$ cat src/led_text_scroll_motion_macros.svh
// Assertion macros used by the scroll motion divider.
`ifndef LED_TEXT_SCROLL_MOTION_MACROS_SVH
`define LED_TEXT_SCROLL_MOTION_MACROS_SVH
`ifndef NO_ASSERTIONS
// Same-cycle implication, sampled on i_clk, off while i_rst_n is low
`define LTSM_ASSERT_IMP(lbl, ante, cons) \
    lbl: assert property (@(posedge i_clk) disable iff (!i_rst_n) (ante) |-> (cons)) \
        else $error("ltsm: same-cycle check failed");
// Next-cycle implication, sampled on i_clk, off while i_rst_n is low
`define LTSM_ASSERT_NEXT(lbl, ante, cons) \
    lbl: assert property (@(posedge i_clk) disable iff (!i_rst_n) (ante) |=> (cons)) \
        else $error("ltsm: next-cycle check failed");
`else
`define LTSM_ASSERT_IMP(lbl, ante, cons)
`define LTSM_ASSERT_NEXT(lbl, ante, cons)
`endif
`endif

$ cat src/ltsm_pkg.sv
// Shared constants, codes and controller/datapath interface types.
package ltsm_pkg;

    // Fixed-point and field widths
    localparam int FRAC_BITS  = 8;
    localparam int TIME_W     = 40;
    localparam int POS_W      = 24;
    localparam int CYC_W      = 16;
    localparam int REP_W      = 8;
    localparam int CTL_W      = 4;
    localparam int SPD_W      = 10;
    localparam int HOLD_W     = 16;
    localparam int PER_W      = 16;
    localparam int CFG_IDX_W  = 3;
    localparam int CFG_DATA_W = 24;

    // Stream payload widths, padded to whole bytes
    localparam int IN_DATA_W  = ((TIME_W + REP_W + 7) / 8) * 8;
    localparam int OUT_FLD_W  = POS_W + 3 + CYC_W;
    localparam int OUT_DATA_W = ((OUT_FLD_W + 7) / 8) * 8;

    // Step per tick: (speed * 2^FRAC_BITS + 100) / 200 by reciprocal multiply
    localparam int NUM_W  = SPD_W + FRAC_BITS + 1;
    localparam int DLT_W  = FRAC_BITS + 3;
    localparam int DLT_SH = FRAC_BITS + 19;
    localparam longint unsigned DLT_MUL = ((64'd1 << DLT_SH) + 64'd199) / 64'd200;
    localparam int MUL_W  = $clog2(DLT_MUL + 1);
    localparam int PROD_W = NUM_W + MUL_W;

    // Loop wrap arithmetic
    localparam int PQ_W  = PER_W + FRAC_BITS;
    localparam int WR_W  = (POS_W + 2 > PQ_W + 1) ? POS_W + 2 : PQ_W + 1;
    localparam int DVD_W = POS_W - FRAC_BITS;
    localparam int DVS_W = PER_W;
    localparam int CSUM_W = ((DVD_W > CYC_W) ? DVD_W : CYC_W) + 1;

    // Register reset values
    localparam logic [SPD_W-1:0] SPEED_RESET = SPD_W'(100);
    localparam logic [REP_W-1:0] REP_NONE    = '0;

    // Register indexes
    localparam logic [CFG_IDX_W-1:0] CFG_CONTROL = 3'd0;
    localparam logic [CFG_IDX_W-1:0] CFG_SPEED   = 3'd1;
    localparam logic [CFG_IDX_W-1:0] CFG_HOLD    = 3'd2;
    localparam logic [CFG_IDX_W-1:0] CFG_START   = 3'd3;
    localparam logic [CFG_IDX_W-1:0] CFG_NEAR    = 3'd4;
    localparam logic [CFG_IDX_W-1:0] CFG_FAR     = 3'd5;
    localparam logic [CFG_IDX_W-1:0] CFG_END     = 3'd6;
    localparam logic [CFG_IDX_W-1:0] CFG_PERIOD  = 3'd7;

    // Control register fields
    localparam logic [1:0] MODE_STATIC = 2'd0;
    localparam logic [1:0] MODE_ONCE   = 2'd1;
    localparam logic [1:0] MODE_LOOP   = 2'd2;
    localparam logic [1:0] MODE_BOUNCE = 2'd3;
    localparam int CTL_LEFT = 2;
    localparam int CTL_OFFS = 3;

    // Commands from the controller to the datapath
    typedef struct packed {
        logic capture;
        logic eval;
        logic apply;
        logic div_start;
        logic wrap;
        logic load_out;
    } t_cmd;

    // Status from the datapath to the controller
    typedef struct packed {
        logic need_div;
        logic div_busy;
    } t_sts;

endpackage

$ cat src/ltsm_div.sv
// Serial restoring divider for the loop wrap count, one quotient bit per cycle.
`include "led_text_scroll_motion_macros.svh"

module ltsm_div (
    input  logic                         i_clk,
    input  logic                         i_rst_n,
    input  logic                         i_start,
    input  logic [ltsm_pkg::DVD_W-1:0]   i_dividend,
    input  logic [ltsm_pkg::DVS_W-1:0]   i_divisor,
    output logic                         o_busy,
    output logic [ltsm_pkg::DVD_W-1:0]   o_quot,
    output logic [ltsm_pkg::DVS_W-1:0]   o_rem
);

    localparam int CNT_W = $clog2(ltsm_pkg::DVD_W + 1);

    logic [CNT_W-1:0]              r_cnt;
    logic [ltsm_pkg::DVD_W-1:0]    r_q;
    logic [ltsm_pkg::DVS_W-1:0]    r_r;
    logic [ltsm_pkg::DVS_W-1:0]    r_dvs;
    logic [ltsm_pkg::DVS_W:0]      w_shift;
    logic [ltsm_pkg::DVS_W:0]      w_sub;
    logic                          w_ge;

    // Shift in the next dividend bit and trial-subtract the divisor
    assign w_shift = {r_r, r_q[ltsm_pkg::DVD_W-1]};
    assign w_ge    = w_shift >= {1'b0, r_dvs};
    assign w_sub   = w_shift - {1'b0, r_dvs};

    // Step counter
    always_ff @(posedge i_clk) begin
        if (!i_rst_n) begin
            r_cnt <= '0;
        end else if (i_start) begin
            r_cnt <= CNT_W'(ltsm_pkg::DVD_W);
        end else if (r_cnt != '0) begin
            r_cnt <= r_cnt - CNT_W'(1);
        end
    end

    // Quotient and partial remainder
    always_ff @(posedge i_clk) begin
        if (i_start) begin
            r_q   <= i_dividend;
            r_r   <= '0;
            r_dvs <= i_divisor;
        end else if (r_cnt != '0) begin
            r_r <= w_ge ? w_sub[ltsm_pkg::DVS_W-1:0] : w_shift[ltsm_pkg::DVS_W-1:0];
            r_q <= {r_q[ltsm_pkg::DVD_W-2:0], w_ge};
        end
    end

    assign o_busy = r_cnt != '0;
    assign o_quot = r_q;
    assign o_rem  = r_r;

    `LTSM_ASSERT_NEXT(a_div_start_busy, i_start, o_busy)
    `LTSM_ASSERT_IMP(a_div_rem_range, $fell(o_busy) && (r_dvs != '0), o_rem < r_dvs)
    `LTSM_ASSERT_NEXT(a_div_dvs_hold, o_busy && !i_start, $stable(r_dvs))

endmodule

$ cat src/ltsm_datapath.sv
// Datapath: registers, step arithmetic, mode update and result register.
module ltsm_datapath (
    input  logic                              i_clk,
    input  logic                              i_rst_n,
    input  logic                              i_cfg_we,
    input  logic [ltsm_pkg::CFG_IDX_W-1:0]    i_cfg_index,
    input  logic [ltsm_pkg::CFG_DATA_W-1:0]   i_cfg_data,
    input  logic                              i_in_action,
    input  logic [ltsm_pkg::TIME_W-1:0]       i_in_now,
    input  logic [ltsm_pkg::REP_W-1:0]        i_in_repeat,
    input  ltsm_pkg::t_cmd                    i_cmd,
    output ltsm_pkg::t_sts                    o_sts,
    output logic signed [ltsm_pkg::POS_W-1:0] o_position,
    output logic                              o_is_moving,
    output logic                              o_is_returning,
    output logic [ltsm_pkg::CYC_W-1:0]        o_cycle_count,
    output logic                              o_is_finished
);

    localparam int POS_W  = ltsm_pkg::POS_W;
    localparam int TIME_W = ltsm_pkg::TIME_W;
    localparam int CYC_W  = ltsm_pkg::CYC_W;
    localparam int WR_W   = ltsm_pkg::WR_W;
    localparam int FB     = ltsm_pkg::FRAC_BITS;

    typedef enum logic [2:0] {
        P_RESTART = 3'd0,
        P_TOUCH   = 3'd1,
        P_FINI    = 3'd2,
        P_NONE    = 3'd3,
        P_HOLD    = 3'd4,
        P_EQ      = 3'd5,
        P_MOVE    = 3'd6
    } t_path;

    // Configuration registers
    logic [ltsm_pkg::CTL_W-1:0]   r_control;
    logic [ltsm_pkg::SPD_W-1:0]   r_speed;
    logic [ltsm_pkg::HOLD_W-1:0]  r_hold;
    logic signed [POS_W-1:0]      r_start;
    logic signed [POS_W-1:0]      r_near;
    logic signed [POS_W-1:0]      r_far;
    logic signed [POS_W-1:0]      r_end;
    logic [ltsm_pkg::PER_W-1:0]   r_period;

    // Motion state and its next values
    logic signed [POS_W-1:0]      r_pos,  n_pos;
    logic [TIME_W-1:0]            r_last, n_last;
    logic [TIME_W-1:0]            r_hdl,  n_hdl;
    logic                         r_mov,  n_mov;
    logic                         r_ret,  n_ret;
    logic [CYC_W-1:0]             r_cyc,  n_cyc;

    // Captured item and evaluation results
    logic                         r_act;
    logic [TIME_W-1:0]            r_now;
    logic [ltsm_pkg::REP_W-1:0]   r_rep;
    logic signed [POS_W-1:0]      r_p1;
    logic [TIME_W-1:0]            r_dl;
    t_path                        r_path;
    logic                         r_up;
    logic [ltsm_pkg::DLT_W-1:0]   r_delta;

    // Combinational terms
    logic [ltsm_pkg::NUM_W-1:0]   w_num;
    logic [ltsm_pkg::PROD_W-1:0]  w_prod;
    logic [1:0]                   w_mode;
    logic                         w_left;
    logic                         w_offs;
    logic signed [POS_W-1:0]      w_from;
    logic signed [POS_W-1:0]      w_to;
    logic signed [POS_W-1:0]      w_target;
    logic                         w_up;
    logic                         w_fwd;
    logic signed [POS_W:0]        w_pos_x;
    logic signed [POS_W:0]        w_dlt_x;
    logic signed [POS_W:0]        w_sum;
    logic signed [POS_W-1:0]      w_sat;
    logic [TIME_W:0]              w_dl_sum;
    logic [TIME_W-1:0]            w_dl;
    logic                         w_fin;
    t_path                        w_path;
    logic [ltsm_pkg::PQ_W-1:0]    w_perq;
    logic signed [WR_W-1:0]       w_perq_x;
    logic signed [WR_W-1:0]       w_ref_x;
    logic signed [WR_W-1:0]       w_p1_x;
    logic signed [WR_W-1:0]       w_diff;
    logic                         w_need_div;
    logic [ltsm_pkg::DVD_W-1:0]   w_quot;
    logic [ltsm_pkg::DVS_W-1:0]   w_rem;
    logic                         w_div_busy;
    logic [ltsm_pkg::PQ_W-1:0]    w_rem_full;
    logic signed [WR_W-1:0]       w_rem_x;
    logic signed [WR_W-1:0]       w_wrap;
    logic [ltsm_pkg::CSUM_W-1:0]  w_cyc_k;
    logic [CYC_W-1:0]             w_cyc_ksat;
    logic [CYC_W-1:0]             w_cyc_inc;
    logic                         w_fin_inc;
    logic                         w_end_hit;
    logic                         w_reach;

    // Configuration writes
    always_ff @(posedge i_clk) begin
        if (!i_rst_n) begin
            r_control <= '0;
            r_speed   <= ltsm_pkg::SPEED_RESET;
            r_hold    <= '0;
            r_start   <= '0;
            r_near    <= '0;
            r_far     <= '0;
            r_end     <= '0;
            r_period  <= '0;
        end else if (i_cfg_we) begin
            unique case (i_cfg_index)
                ltsm_pkg::CFG_CONTROL: r_control <= i_cfg_data[ltsm_pkg::CTL_W-1:0];
                ltsm_pkg::CFG_SPEED:   r_speed   <= i_cfg_data[ltsm_pkg::SPD_W-1:0];
                ltsm_pkg::CFG_HOLD:    r_hold    <= i_cfg_data[ltsm_pkg::HOLD_W-1:0];
                ltsm_pkg::CFG_START:   r_start   <= i_cfg_data[POS_W-1:0];
                ltsm_pkg::CFG_NEAR:    r_near    <= i_cfg_data[POS_W-1:0];
                ltsm_pkg::CFG_FAR:     r_far     <= i_cfg_data[POS_W-1:0];
                ltsm_pkg::CFG_END:     r_end     <= i_cfg_data[POS_W-1:0];
                ltsm_pkg::CFG_PERIOD:  r_period  <= i_cfg_data[ltsm_pkg::PER_W-1:0];
                default: ;
            endcase
        end
    end

    // Step size: reciprocal multiply by 1/200, exact over the speed range
    assign w_num  = ltsm_pkg::NUM_W'({r_speed, {FB{1'b0}}}) + ltsm_pkg::NUM_W'(100);
    assign w_prod = ltsm_pkg::PROD_W'(w_num) * ltsm_pkg::PROD_W'(ltsm_pkg::DLT_MUL);

    always_ff @(posedge i_clk) begin
        r_delta <= w_prod[ltsm_pkg::DLT_SH +: ltsm_pkg::DLT_W];
    end

    // Control decode and bounce target
    assign w_mode   = r_control[1:0];
    assign w_left   = r_control[ltsm_pkg::CTL_LEFT];
    assign w_offs   = r_control[ltsm_pkg::CTL_OFFS];
    assign w_from   = w_left ? r_near : r_far;
    assign w_to     = w_left ? r_far : r_near;
    assign w_target = r_ret ? w_from : w_to;
    assign w_up     = w_target > r_pos;
    assign w_fwd    = (w_mode == ltsm_pkg::MODE_BOUNCE) ? w_up : !w_left;

    // Saturating step
    assign w_pos_x = (POS_W + 1)'(r_pos);
    assign w_dlt_x = signed'((POS_W + 1)'(r_delta));
    assign w_sum   = w_fwd ? (w_pos_x + w_dlt_x) : (w_pos_x - w_dlt_x);

    always_comb begin
        if (w_sum[POS_W] != w_sum[POS_W-1]) begin
            w_sat = w_sum[POS_W] ? {1'b1, {(POS_W-1){1'b0}}} : {1'b0, {(POS_W-1){1'b1}}};
        end else begin
            w_sat = w_sum[POS_W-1:0];
        end
    end

    // Saturating hold deadline
    assign w_dl_sum = {1'b0, r_now} + (TIME_W + 1)'(r_hold);
    assign w_dl     = w_dl_sum[TIME_W] ? {TIME_W{1'b1}} : w_dl_sum[TIME_W-1:0];

    assign w_fin = (r_rep != ltsm_pkg::REP_NONE) && (r_cyc >= CYC_W'(r_rep));

    // Classify the item; order decides
    always_comb begin
        priority if (r_act) begin
            w_path = P_RESTART;
        end else if (w_mode == ltsm_pkg::MODE_STATIC) begin
            w_path = P_TOUCH;
        end else if (w_fin) begin
            w_path = P_FINI;
        end else if (r_now <= r_last) begin
            w_path = P_NONE;
        end else if (r_now <= r_hdl) begin
            w_path = P_HOLD;
        end else if ((w_mode == ltsm_pkg::MODE_BOUNCE) && (w_from == w_to)) begin
            w_path = P_EQ;
        end else begin
            w_path = P_MOVE;
        end
    end

    // Capture the item and the evaluation stage
    always_ff @(posedge i_clk) begin
        if (i_cmd.capture) begin
            r_act <= i_in_action;
            r_now <= i_in_now;
            r_rep <= i_in_repeat;
        end
        if (i_cmd.eval) begin
            r_p1   <= w_sat;
            r_dl   <= w_dl;
            r_path <= w_path;
            r_up   <= w_up;
        end
    end

    // Loop wrap test: distance past the start by at least one period
    assign w_perq   = {r_period, {FB{1'b0}}};
    assign w_perq_x = signed'(WR_W'(w_perq));
    assign w_ref_x  = WR_W'(r_start);
    assign w_p1_x   = WR_W'(r_p1);
    assign w_diff   = w_left ? (w_ref_x - w_p1_x) : (w_p1_x - w_ref_x);
    assign w_need_div = (r_path == P_MOVE) && (w_mode == ltsm_pkg::MODE_LOOP) &&
                        (r_period != '0) && (w_diff >= w_perq_x);

    // Whole periods in the pixel part of the distance
    ltsm_div u_div (
        .i_clk      (i_clk),
        .i_rst_n    (i_rst_n),
        .i_start    (i_cmd.div_start),
        .i_dividend (w_diff[POS_W-1:FB]),
        .i_divisor  (r_period),
        .o_busy     (w_div_busy),
        .o_quot     (w_quot),
        .o_rem      (w_rem)
    );

    assign o_sts.need_div = w_need_div;
    assign o_sts.div_busy = w_div_busy;

    assign w_rem_full = {w_rem, w_diff[FB-1:0]};
    assign w_rem_x    = signed'(WR_W'(w_rem_full));
    assign w_wrap     = w_left ? (w_ref_x - w_rem_x) : (w_ref_x + w_rem_x);
    assign w_cyc_k    = ltsm_pkg::CSUM_W'(r_cyc) + ltsm_pkg::CSUM_W'(w_quot);
    assign w_cyc_ksat = (w_cyc_k > ltsm_pkg::CSUM_W'({CYC_W{1'b1}})) ? {CYC_W{1'b1}} :
                        w_cyc_k[CYC_W-1:0];

    // Once and bounce end tests
    assign w_cyc_inc = (r_cyc == {CYC_W{1'b1}}) ? r_cyc : r_cyc + CYC_W'(1);
    assign w_fin_inc = (r_rep != ltsm_pkg::REP_NONE) && (w_cyc_inc >= CYC_W'(r_rep));
    assign w_end_hit = w_left ? (r_p1 <= r_end) : (r_p1 >= r_end);
    assign w_reach   = r_up ? (r_p1 >= w_target) : (r_p1 <= w_target);

    // Next motion state
    always_comb begin
        n_pos  = r_pos;
        n_last = r_last;
        n_hdl  = r_hdl;
        n_mov  = r_mov;
        n_ret  = r_ret;
        n_cyc  = r_cyc;
        if (i_cmd.wrap) begin
            n_pos  = w_wrap[POS_W-1:0];
            n_last = r_now;
            n_mov  = 1'b1;
            n_cyc  = w_cyc_ksat;
        end else if (i_cmd.apply) begin
            unique case (r_path)
                P_RESTART: begin
                    n_cyc  = '0;
                    n_pos  = r_start;
                    n_last = r_now;
                    n_hdl  = w_offs ? r_now : r_dl;
                    n_mov  = 1'b0;
                    n_ret  = 1'b0;
                end
                P_TOUCH, P_HOLD: begin
                    n_last = r_now;
                end
                P_FINI: begin
                    n_last = r_now;
                    n_mov  = 1'b0;
                end
                P_NONE: ;
                P_EQ: begin
                    n_last = r_now;
                    n_mov  = 1'b1;
                end
                P_MOVE: begin
                    n_last = r_now;
                    n_mov  = 1'b1;
                    unique case (w_mode)
                        ltsm_pkg::MODE_BOUNCE: begin
                            if (!w_reach) begin
                                n_pos = r_p1;
                            end else begin
                                n_pos = w_target;
                                n_ret = !r_ret;
                                n_hdl = r_dl;
                                n_mov = 1'b0;
                                if (r_ret) begin
                                    n_cyc = w_cyc_inc;
                                end
                            end
                        end
                        ltsm_pkg::MODE_LOOP: begin
                            n_pos = r_p1;
                        end
                        ltsm_pkg::MODE_ONCE: begin
                            n_pos = r_p1;
                            if (w_end_hit) begin
                                n_cyc = w_cyc_inc;
                                n_mov = 1'b0;
                                if (!w_fin_inc) begin
                                    // Start the next pass
                                    n_pos = r_start;
                                    n_hdl = w_offs ? r_now : r_dl;
                                    n_ret = 1'b0;
                                end
                            end
                        end
                        ltsm_pkg::MODE_STATIC: ;
                    endcase
                end
                default: ;
            endcase
        end
    end

    always_ff @(posedge i_clk) begin
        if (!i_rst_n) begin
            r_pos  <= '0;
            r_last <= '0;
            r_hdl  <= '0;
            r_mov  <= 1'b0;
            r_ret  <= 1'b0;
            r_cyc  <= '0;
        end else begin
            r_pos  <= n_pos;
            r_last <= n_last;
            r_hdl  <= n_hdl;
            r_mov  <= n_mov;
            r_ret  <= n_ret;
            r_cyc  <= n_cyc;
        end
    end

    // Result register
    always_ff @(posedge i_clk) begin
        if (i_cmd.load_out) begin
            o_position     <= r_pos;
            o_is_moving    <= r_mov;
            o_is_returning <= r_ret;
            o_cycle_count  <= r_cyc;
            o_is_finished  <= w_fin;
        end
    end

endmodule

$ cat src/ltsm_ctrl.sv
// Controller: sequences capture, evaluation, wrap division and result hand-off.
module ltsm_ctrl (
    input  logic            i_clk,
    input  logic            i_rst_n,
    input  logic            i_in_valid,
    output logic            o_in_ready,
    output logic            o_out_valid,
    input  logic            i_out_ready,
    input  ltsm_pkg::t_sts  i_sts,
    output ltsm_pkg::t_cmd  o_cmd
);

    typedef enum logic [5:0] {
        S_IDLE  = 6'b000001,
        S_EVAL  = 6'b000010,
        S_APPLY = 6'b000100,
        S_DIV   = 6'b001000,
        S_WRAP  = 6'b010000,
        S_PUSH  = 6'b100000
    } t_state;

    t_state r_state, n_state;
    logic   r_out_valid, n_out_valid;

    // Next state and commands
    always_comb begin
        n_state    = r_state;
        o_cmd      = '0;
        o_in_ready = 1'b0;
        unique case (r_state)
            S_IDLE: begin
                o_in_ready = 1'b1;
                if (i_in_valid) begin
                    o_cmd.capture = 1'b1;
                    n_state       = S_EVAL;
                end
            end
            S_EVAL: begin
                o_cmd.eval = 1'b1;
                n_state    = S_APPLY;
            end
            S_APPLY: begin
                if (i_sts.need_div) begin
                    o_cmd.div_start = 1'b1;
                    n_state         = S_DIV;
                end else begin
                    o_cmd.apply = 1'b1;
                    n_state     = S_PUSH;
                end
            end
            S_DIV: begin
                if (!i_sts.div_busy) begin
                    n_state = S_WRAP;
                end
            end
            S_WRAP: begin
                o_cmd.wrap = 1'b1;
                n_state    = S_PUSH;
            end
            S_PUSH: begin
                // Hold until the result register is free
                if (!r_out_valid || i_out_ready) begin
                    o_cmd.load_out = 1'b1;
                    n_state        = S_IDLE;
                end
            end
            default: n_state = S_IDLE;
        endcase
    end

    // Result beat valid: set on load, drop when taken
    assign n_out_valid = o_cmd.load_out || (r_out_valid && !i_out_ready);

    always_ff @(posedge i_clk) begin
        if (!i_rst_n) begin
            r_state     <= S_IDLE;
            r_out_valid <= 1'b0;
        end else begin
            r_state     <= n_state;
            r_out_valid <= n_out_valid;
        end
    end

    assign o_out_valid = r_out_valid;

endmodule

$ cat src/led_text_scroll_motion.sv
// Top level of the scrolling text motion block: stream ports and packing.
//
//  Channel   Direction  Handshake                     Payload
//  s_axis    in         s_axis_tvalid/s_axis_tready   tdata now_ms, repeat_limit; tuser action
//  m_axis    out        m_axis_tvalid/m_axis_tready   tdata position, flags, cycle_count
//  cfg       in         i_cfg_valid/o_cfg_ready       i_cfg_index, i_cfg_data
//
//  An item is captured, evaluated and applied, then loaded into the output register; the
//  next item is taken only once that result is loaded. When a loop wrap is due, the serial
//  divider runs between the apply and wrap steps before the result is loaded.
//  Reset is synchronous and clears the motion state; registers take their reset values.
//  A result waits in the output register while the next item is taken; with that
//  register still full, the controller holds the following result back.
module led_text_scroll_motion (
    input  logic                                i_clk,
    input  logic                                i_rst_n,
    input  logic                                s_axis_tvalid,
    output logic                                s_axis_tready,
    // tdata from bit 0: now_ms, repeat_limit
    input  logic [ltsm_pkg::IN_DATA_W-1:0]      s_axis_tdata,
    // tuser bit 0: action
    input  logic [0:0]                          s_axis_tuser,
    output logic                                m_axis_tvalid,
    input  logic                                m_axis_tready,
    // tdata from bit 0: position, is_moving, is_returning, cycle_count, is_finished, zero pad
    output logic [ltsm_pkg::OUT_DATA_W-1:0]     m_axis_tdata,
    input  logic                                i_cfg_valid,
    output logic                                o_cfg_ready,
    input  logic [ltsm_pkg::CFG_IDX_W-1:0]      i_cfg_index,
    input  logic [ltsm_pkg::CFG_DATA_W-1:0]     i_cfg_data
);

    localparam int TIME_W = ltsm_pkg::TIME_W;
    localparam int REP_W  = ltsm_pkg::REP_W;

    ltsm_pkg::t_cmd                    w_cmd;
    ltsm_pkg::t_sts                    w_sts;
    logic signed [ltsm_pkg::POS_W-1:0] w_position;
    logic                              w_is_moving;
    logic                              w_is_returning;
    logic [ltsm_pkg::CYC_W-1:0]        w_cycle_count;
    logic                              w_is_finished;

    // Registers accept a write beat every cycle
    assign o_cfg_ready = 1'b1;

    ltsm_ctrl u_ctrl (
        .i_clk       (i_clk),
        .i_rst_n     (i_rst_n),
        .i_in_valid  (s_axis_tvalid),
        .o_in_ready  (s_axis_tready),
        .o_out_valid (m_axis_tvalid),
        .i_out_ready (m_axis_tready),
        .i_sts       (w_sts),
        .o_cmd       (w_cmd)
    );

    ltsm_datapath u_dp (
        .i_clk          (i_clk),
        .i_rst_n        (i_rst_n),
        .i_cfg_we       (i_cfg_valid),
        .i_cfg_index    (i_cfg_index),
        .i_cfg_data     (i_cfg_data),
        .i_in_action    (s_axis_tuser[0]),
        .i_in_now       (s_axis_tdata[TIME_W-1:0]),
        .i_in_repeat    (s_axis_tdata[TIME_W +: REP_W]),
        .i_cmd          (w_cmd),
        .o_sts          (w_sts),
        .o_position     (w_position),
        .o_is_moving    (w_is_moving),
        .o_is_returning (w_is_returning),
        .o_cycle_count  (w_cycle_count),
        .o_is_finished  (w_is_finished)
    );

    // Pack the result beat
    assign m_axis_tdata = ltsm_pkg::OUT_DATA_W'({w_is_finished, w_cycle_count,
                                                 w_is_returning, w_is_moving,
                                                 w_position});

endmodule

$ cat config.mk
export PLATFORM = sky130hd
export DESIGN_NAME = led_text_scroll_motion
export DESIGN_NICKNAME = d
export VERILOG_FILES = /design/src/ltsm_pkg.sv /design/src/ltsm_div.sv /design/src/ltsm_datapath.sv /design/src/ltsm_ctrl.sv /design/src/led_text_scroll_motion.sv
export VERILOG_INCLUDE_DIRS = /design/src /design/src/src
export SDC_FILE = /design/constraint.sdc
export NUM_CORES = 2
export LEC_CHECK = 0
export BUFFER_PORTS_ARGS = -buffer_cell sky130_fd_sc_hd__clkbuf_2
export CAP_MARGIN = 25
export CORE_MARGIN = 1.5
export CORE_UTILIZATION = 55
export DETAILED_ROUTE_END_ITERATION = 8
export PLACE_DENSITY = 0.72
export SYNTH_ARGS = -nofsm -noshare
export SYNTH_HDL_FRONTEND = slang
export SYNTH_SLANG_ARGS = --single-unit
$ cat constraint.sdc
create_clock -name i_clk -period 9.2 [get_ports i_clk]
set_input_delay 1.38 -clock i_clk [delete_from_list [all_inputs] [get_ports i_clk]]
set_output_delay 1.38 -clock i_clk [all_outputs]
set_load 0.02 [all_outputs]
==> results <==
- The run finished with clean final reports.
- The first global-routing pass estimated 166000 um of wire.
- Summing every instance area after synthesis gives 36600 um^2.
- Based on the critical path, the design can be clocked at up to between 100 and 150 MHz.
- In the routed design, unresolved DRC markers number 0.
- The leakage power total is 17.4 nW.
- The count of buffers added on input and output ports is 125.
- The floorplan step set the die height to 261 um.
- The number of global-route vias before repair was 29400.
- The number of distinct library cells after synthesis is slightly above 90.
- The transition time at the pin with the least slew margin is 1.10 ns.
- The share of synthesized area in the top cell type comes to 0.166.
- After clock tree synthesis, the repair step resized 0 gates.
- The count of pins on the block boundary is 132.
- After synthesis, the cell types taking the most area are dfxtp_1 17%, edfxtp_1 16%, ha_1 15%.
- The final count of negative-setup-slack endpoints is 0.
- The clock root buffer is clkbuf_16.
- The share of the Yosys chip area taken by registers is 0.324.
- The most numerous cell in the Yosys netlist is nand2_1.
- The number of inserted diodes is 0.
- Once detail routing completed, the nets flagged for antenna violations numbered 0.
- STA classifies the critical path startpoint as a flip-flop.
- The number of antenna violations at the first check in global routing is 0.
- Hold repair after CTS inserted 0 buffers.
- The average instance in the mapped netlist occupies between 8 and 9 um^2.
- The TritonCTS sink count is 495.
- The latest clock arrival within the worst-skew pair is 0.67 ns.
- Walking the worst path, the cells encountered are xor2_2 -> buf_8 -> mux2i_1 -> inv_1 -> ha_1 -> nand4_1 -> nor2_1 -> nand3_1 -> a211oi_1 -> o2111ai_1 -> o311ai_2 -> buf_4 -> mux2_2 -> fa_1 -> a21o_2 -> a311oi_2 -> or3_1 -> a31oi_1 -> o311a_1 -> a41o_1 -> o31a_2 -> a221oi_4 -> nand2_4 -> a21oi_1.
- Measured along the x axis, the die boundary spans about 260 um.
- At the end of the flow, the number of nets in the layout was 4748.
- Using the TritonRoute via totals, the vias-per-cell ratio works out to 6.02.
- For this design, the slowest cell found on the critical path is a221oi_4.
- The class of the most critical hold timing path is reg -> reg.
- The core area is 65700 um^2.
- The relative slew slack is 0.261.
- Routability-driven placement finished with a final weighted congestion of 1.04.
- The final period utilization is 0.795.
- The post-CTS setup-driven buffer insertion count is 0.
- The delay of the slowest critical-path stage is approximately 0.54 ns.
- The final number of hold-violating endpoints is 0.
- The detailed placer's ending HPWL is 80500 um.
- The total global routing track utilization is 0.313.
- The cell area after layout is 40100 um^2.
- Yosys printed 0 warnings.
- The routed layout has 30500 vias.
- Once placement finished, the instance area stood at around 38000 um^2.
- Along the worst path, the maximum fanout reaches 21.
- Setup repair after global routing left no endpoint under its margin.
- Data on the critical path is required at its endpoint by 9.65 ns.
- The final global-route overflow total is 0.
- Entering global routing, the biggest net connects 104 pins.
- The number of core rows is 94.
- The die covers 68100 um^2.
- The routed wire length per instance is approximately 21 um.
- The top cell type by total area after synthesis is dfxtp_1.
- Data arrives at the worst endpoint at around 7.8 ns.
- The register bit count reported by yosys is 495.
- The total length of routed wires is between 100000 and 150000 um.
- The max-cap check violation count is 0.
- The share of async-settable or async-resettable flops after synthesis is 0.
- The ratio of cells with drive above 1 in the final layout is 0.0814.
- The first-pass iteration count of the detailed router is 6.
- The worst clock skew is ~0.074 ns.
- The depth of the CTS H-tree is 2.
- Clock-pin slew was measured on the worst setup and hold paths at 0.06 ns.
- In this run, synthesis inferred 192 flip-flops with an integrated enable.
- The maximum resistive drop on vdd is 0.173 mV.
- TritonCTS built the clock tree.
- The final max-slew violation count came to 0.
- Counting every instance in the synthesized netlist gives approximately 4000.
- By count the netlist is led by 514 x nand2_1, 445 x ha_1, 394 x inv_1, 303 x dfxtp_1, 234 x a21oi_1.
- The post-route setup TNS is 0 ns.
- The setup path with the least slack is of type reg -> reg.
- The completed layout was analyzed and its total power is around 8.4 mW.
- The initial DRC count is 2699.
- For this configuration, the core starts out at a cell density of 0.556.
- The shortest clock period the worst path allows after layout is between 7 and 8 ns.
- The worst setup path is captured at a flip-flop.
- The number of buffers created by CTS is 57.
- Compared with the post-synthesis result, the final layout area differs by 9.64%.
- In the synthesized netlist the dominant register cell turns out to be dfxtp_1.
- In this run the deepest clock path goes through 3 buffers.
- Power spread over the standard cell area amounts to 209 nW/um^2.
registers in the layout, summed over array words and instances, names as in the netlist, 4 cells and up:
register            cells
u_dp.r_dl              40
u_dp.r_rep              8
u_dp.u_div.r_dvs       16
u_dp.u_div.o_quot      16
u_dp.r_delta           11
u_dp.r_control          4
u_dp.r_now             40
u_ctrl.r_state          6
u_dp.r_end             24
u_dp.r_last            40
u_dp.r_start           24
u_dp.u_div.o_rem       16
u_dp.r_cyc             16
u_dp.o_position        24
u_dp.r_hold            16
u_dp.r_speed           10
u_dp.r_far             24
u_dp.r_hdl             40
u_dp.r_pos             24
u_dp.r_near            24
u_dp.r_p1              24
u_dp.u_div.r_cnt        5
u_dp.o_cycle_count     16
u_dp.r_period          16
area by class of cell:
class                      count  area, um^2
clock buffer                  79        1750
clock inverter                28         333
fill                        5740       25600
inverter                     394        1480
multi-input combinational   3040       22600
sequential                   495       11800
tap                          864        1080
timing repair buffer         167         983
routing by layer:
layer  share of wire  wire [um]  vias to the layer above  GRT usage
met5               0          0                        -          0
met4           0.054       5780                        0      0.158
met3           0.075       8030                      279     0.0536
met2            0.45      47700                     1113      0.500
met1            0.43      45600                    14500      0.407
li1                -          -                    14600          -
critical path: cells and delay by family (launching register included):
| kind | cells | cell delay (ns) |
|---|---|---|
| compound gates | 11 | 2.88 |
| xor+xnor | 1 | 0.43 |
| fa+ha+maj | 2 | 0.84 |
| buf+inv | 3 | 0.63 |
| flops | 1 | 0.45 |
| mux | 2 | 0.86 |
| simple gates | 5 | 0.99 |
final timing paths:
kind / start / end / slack (ns) / cells after the start
max: u_dp.r_ret / u_dp.r_p1[3] / 1.89 / 24
min: u_dp.r_end[7] / u_dp.r_end[7] / 0.47 / 2
max reg2reg: u_dp.r_ret / u_dp.r_p1[3] / 1.89 / 24
min reg2reg: u_dp.r_end[7] / u_dp.r_end[7] / 0.47 / 2
through the flow:
step | hold WS [ns] | instances | worst slack (ns) | utilization
2_1_floorplan | 0.426 | 4092 | 1.88 | -
3_3_place_gp | 0.453 | 4953 | 1.82 | 0.577
3_5_place_dp | 0.460 | 4954 | 2.10 | 0.577
4_1_cts | 0.468 | 5061 | 2.01 | 0.609
5_1_grt | 0.486 | 5067 | 1.44 | 0.610
6_report | 0.466 | 5067 | 1.89 | 0.610
cells in the final DEF, fill, tap and decap left out, types with 43 or more instances in the layout:
cell       netlist  final
xor2_1          66     65
inv_1          394    394
nor2_1         190    190
fa_1            67     67
mux2i_1        123    123
nor3_1          71     70
a21boi_0       143    143
o211a_1         49     49
clkbuf_16        0     66
o21ai_0        130    130
and3_1          43     43
nand3_1         54     54
nand4_1         60     60
edfxtp_1       192    192
ha_1           445    445
a21oi_1        234    234
a21o_1          97     97
xnor2_1        120    120
dfxtp_1        303    302
nor2b_1         91     90
nand2_1        514    514
a211oi_1        52     52
clkbuf_2         1    124
a31oi_1         59     59
cells by family (layout without fill, tap and decap cells):
| family | after synthesis | in the layout | synth area share |
|---|---|---|---|
| xor+xnor | 186 | 186 | 0.0445 |
| buf+inv | 557 | 668 | 0.0596 |
| simple gates | 1172 | 1172 | 0.150 |
| other cells | 2 | 6 | 0.000205 |
| flops | 495 | 495 | 0.324 |
| compound gates | 1010 | 1010 | 0.190 |
| mux | 149 | 149 | 0.0417 |
| fa+ha+maj | 517 | 517 | 0.190 |
power breakdown:
group / internal [mW] / switching [mW]
sequential: 2.61 / 0.354
combinational: 1.22 / 1.74
clock: 1.46 / 0.994
total: 5.29 / 3.09
Power figures use the tool's default switching activity.
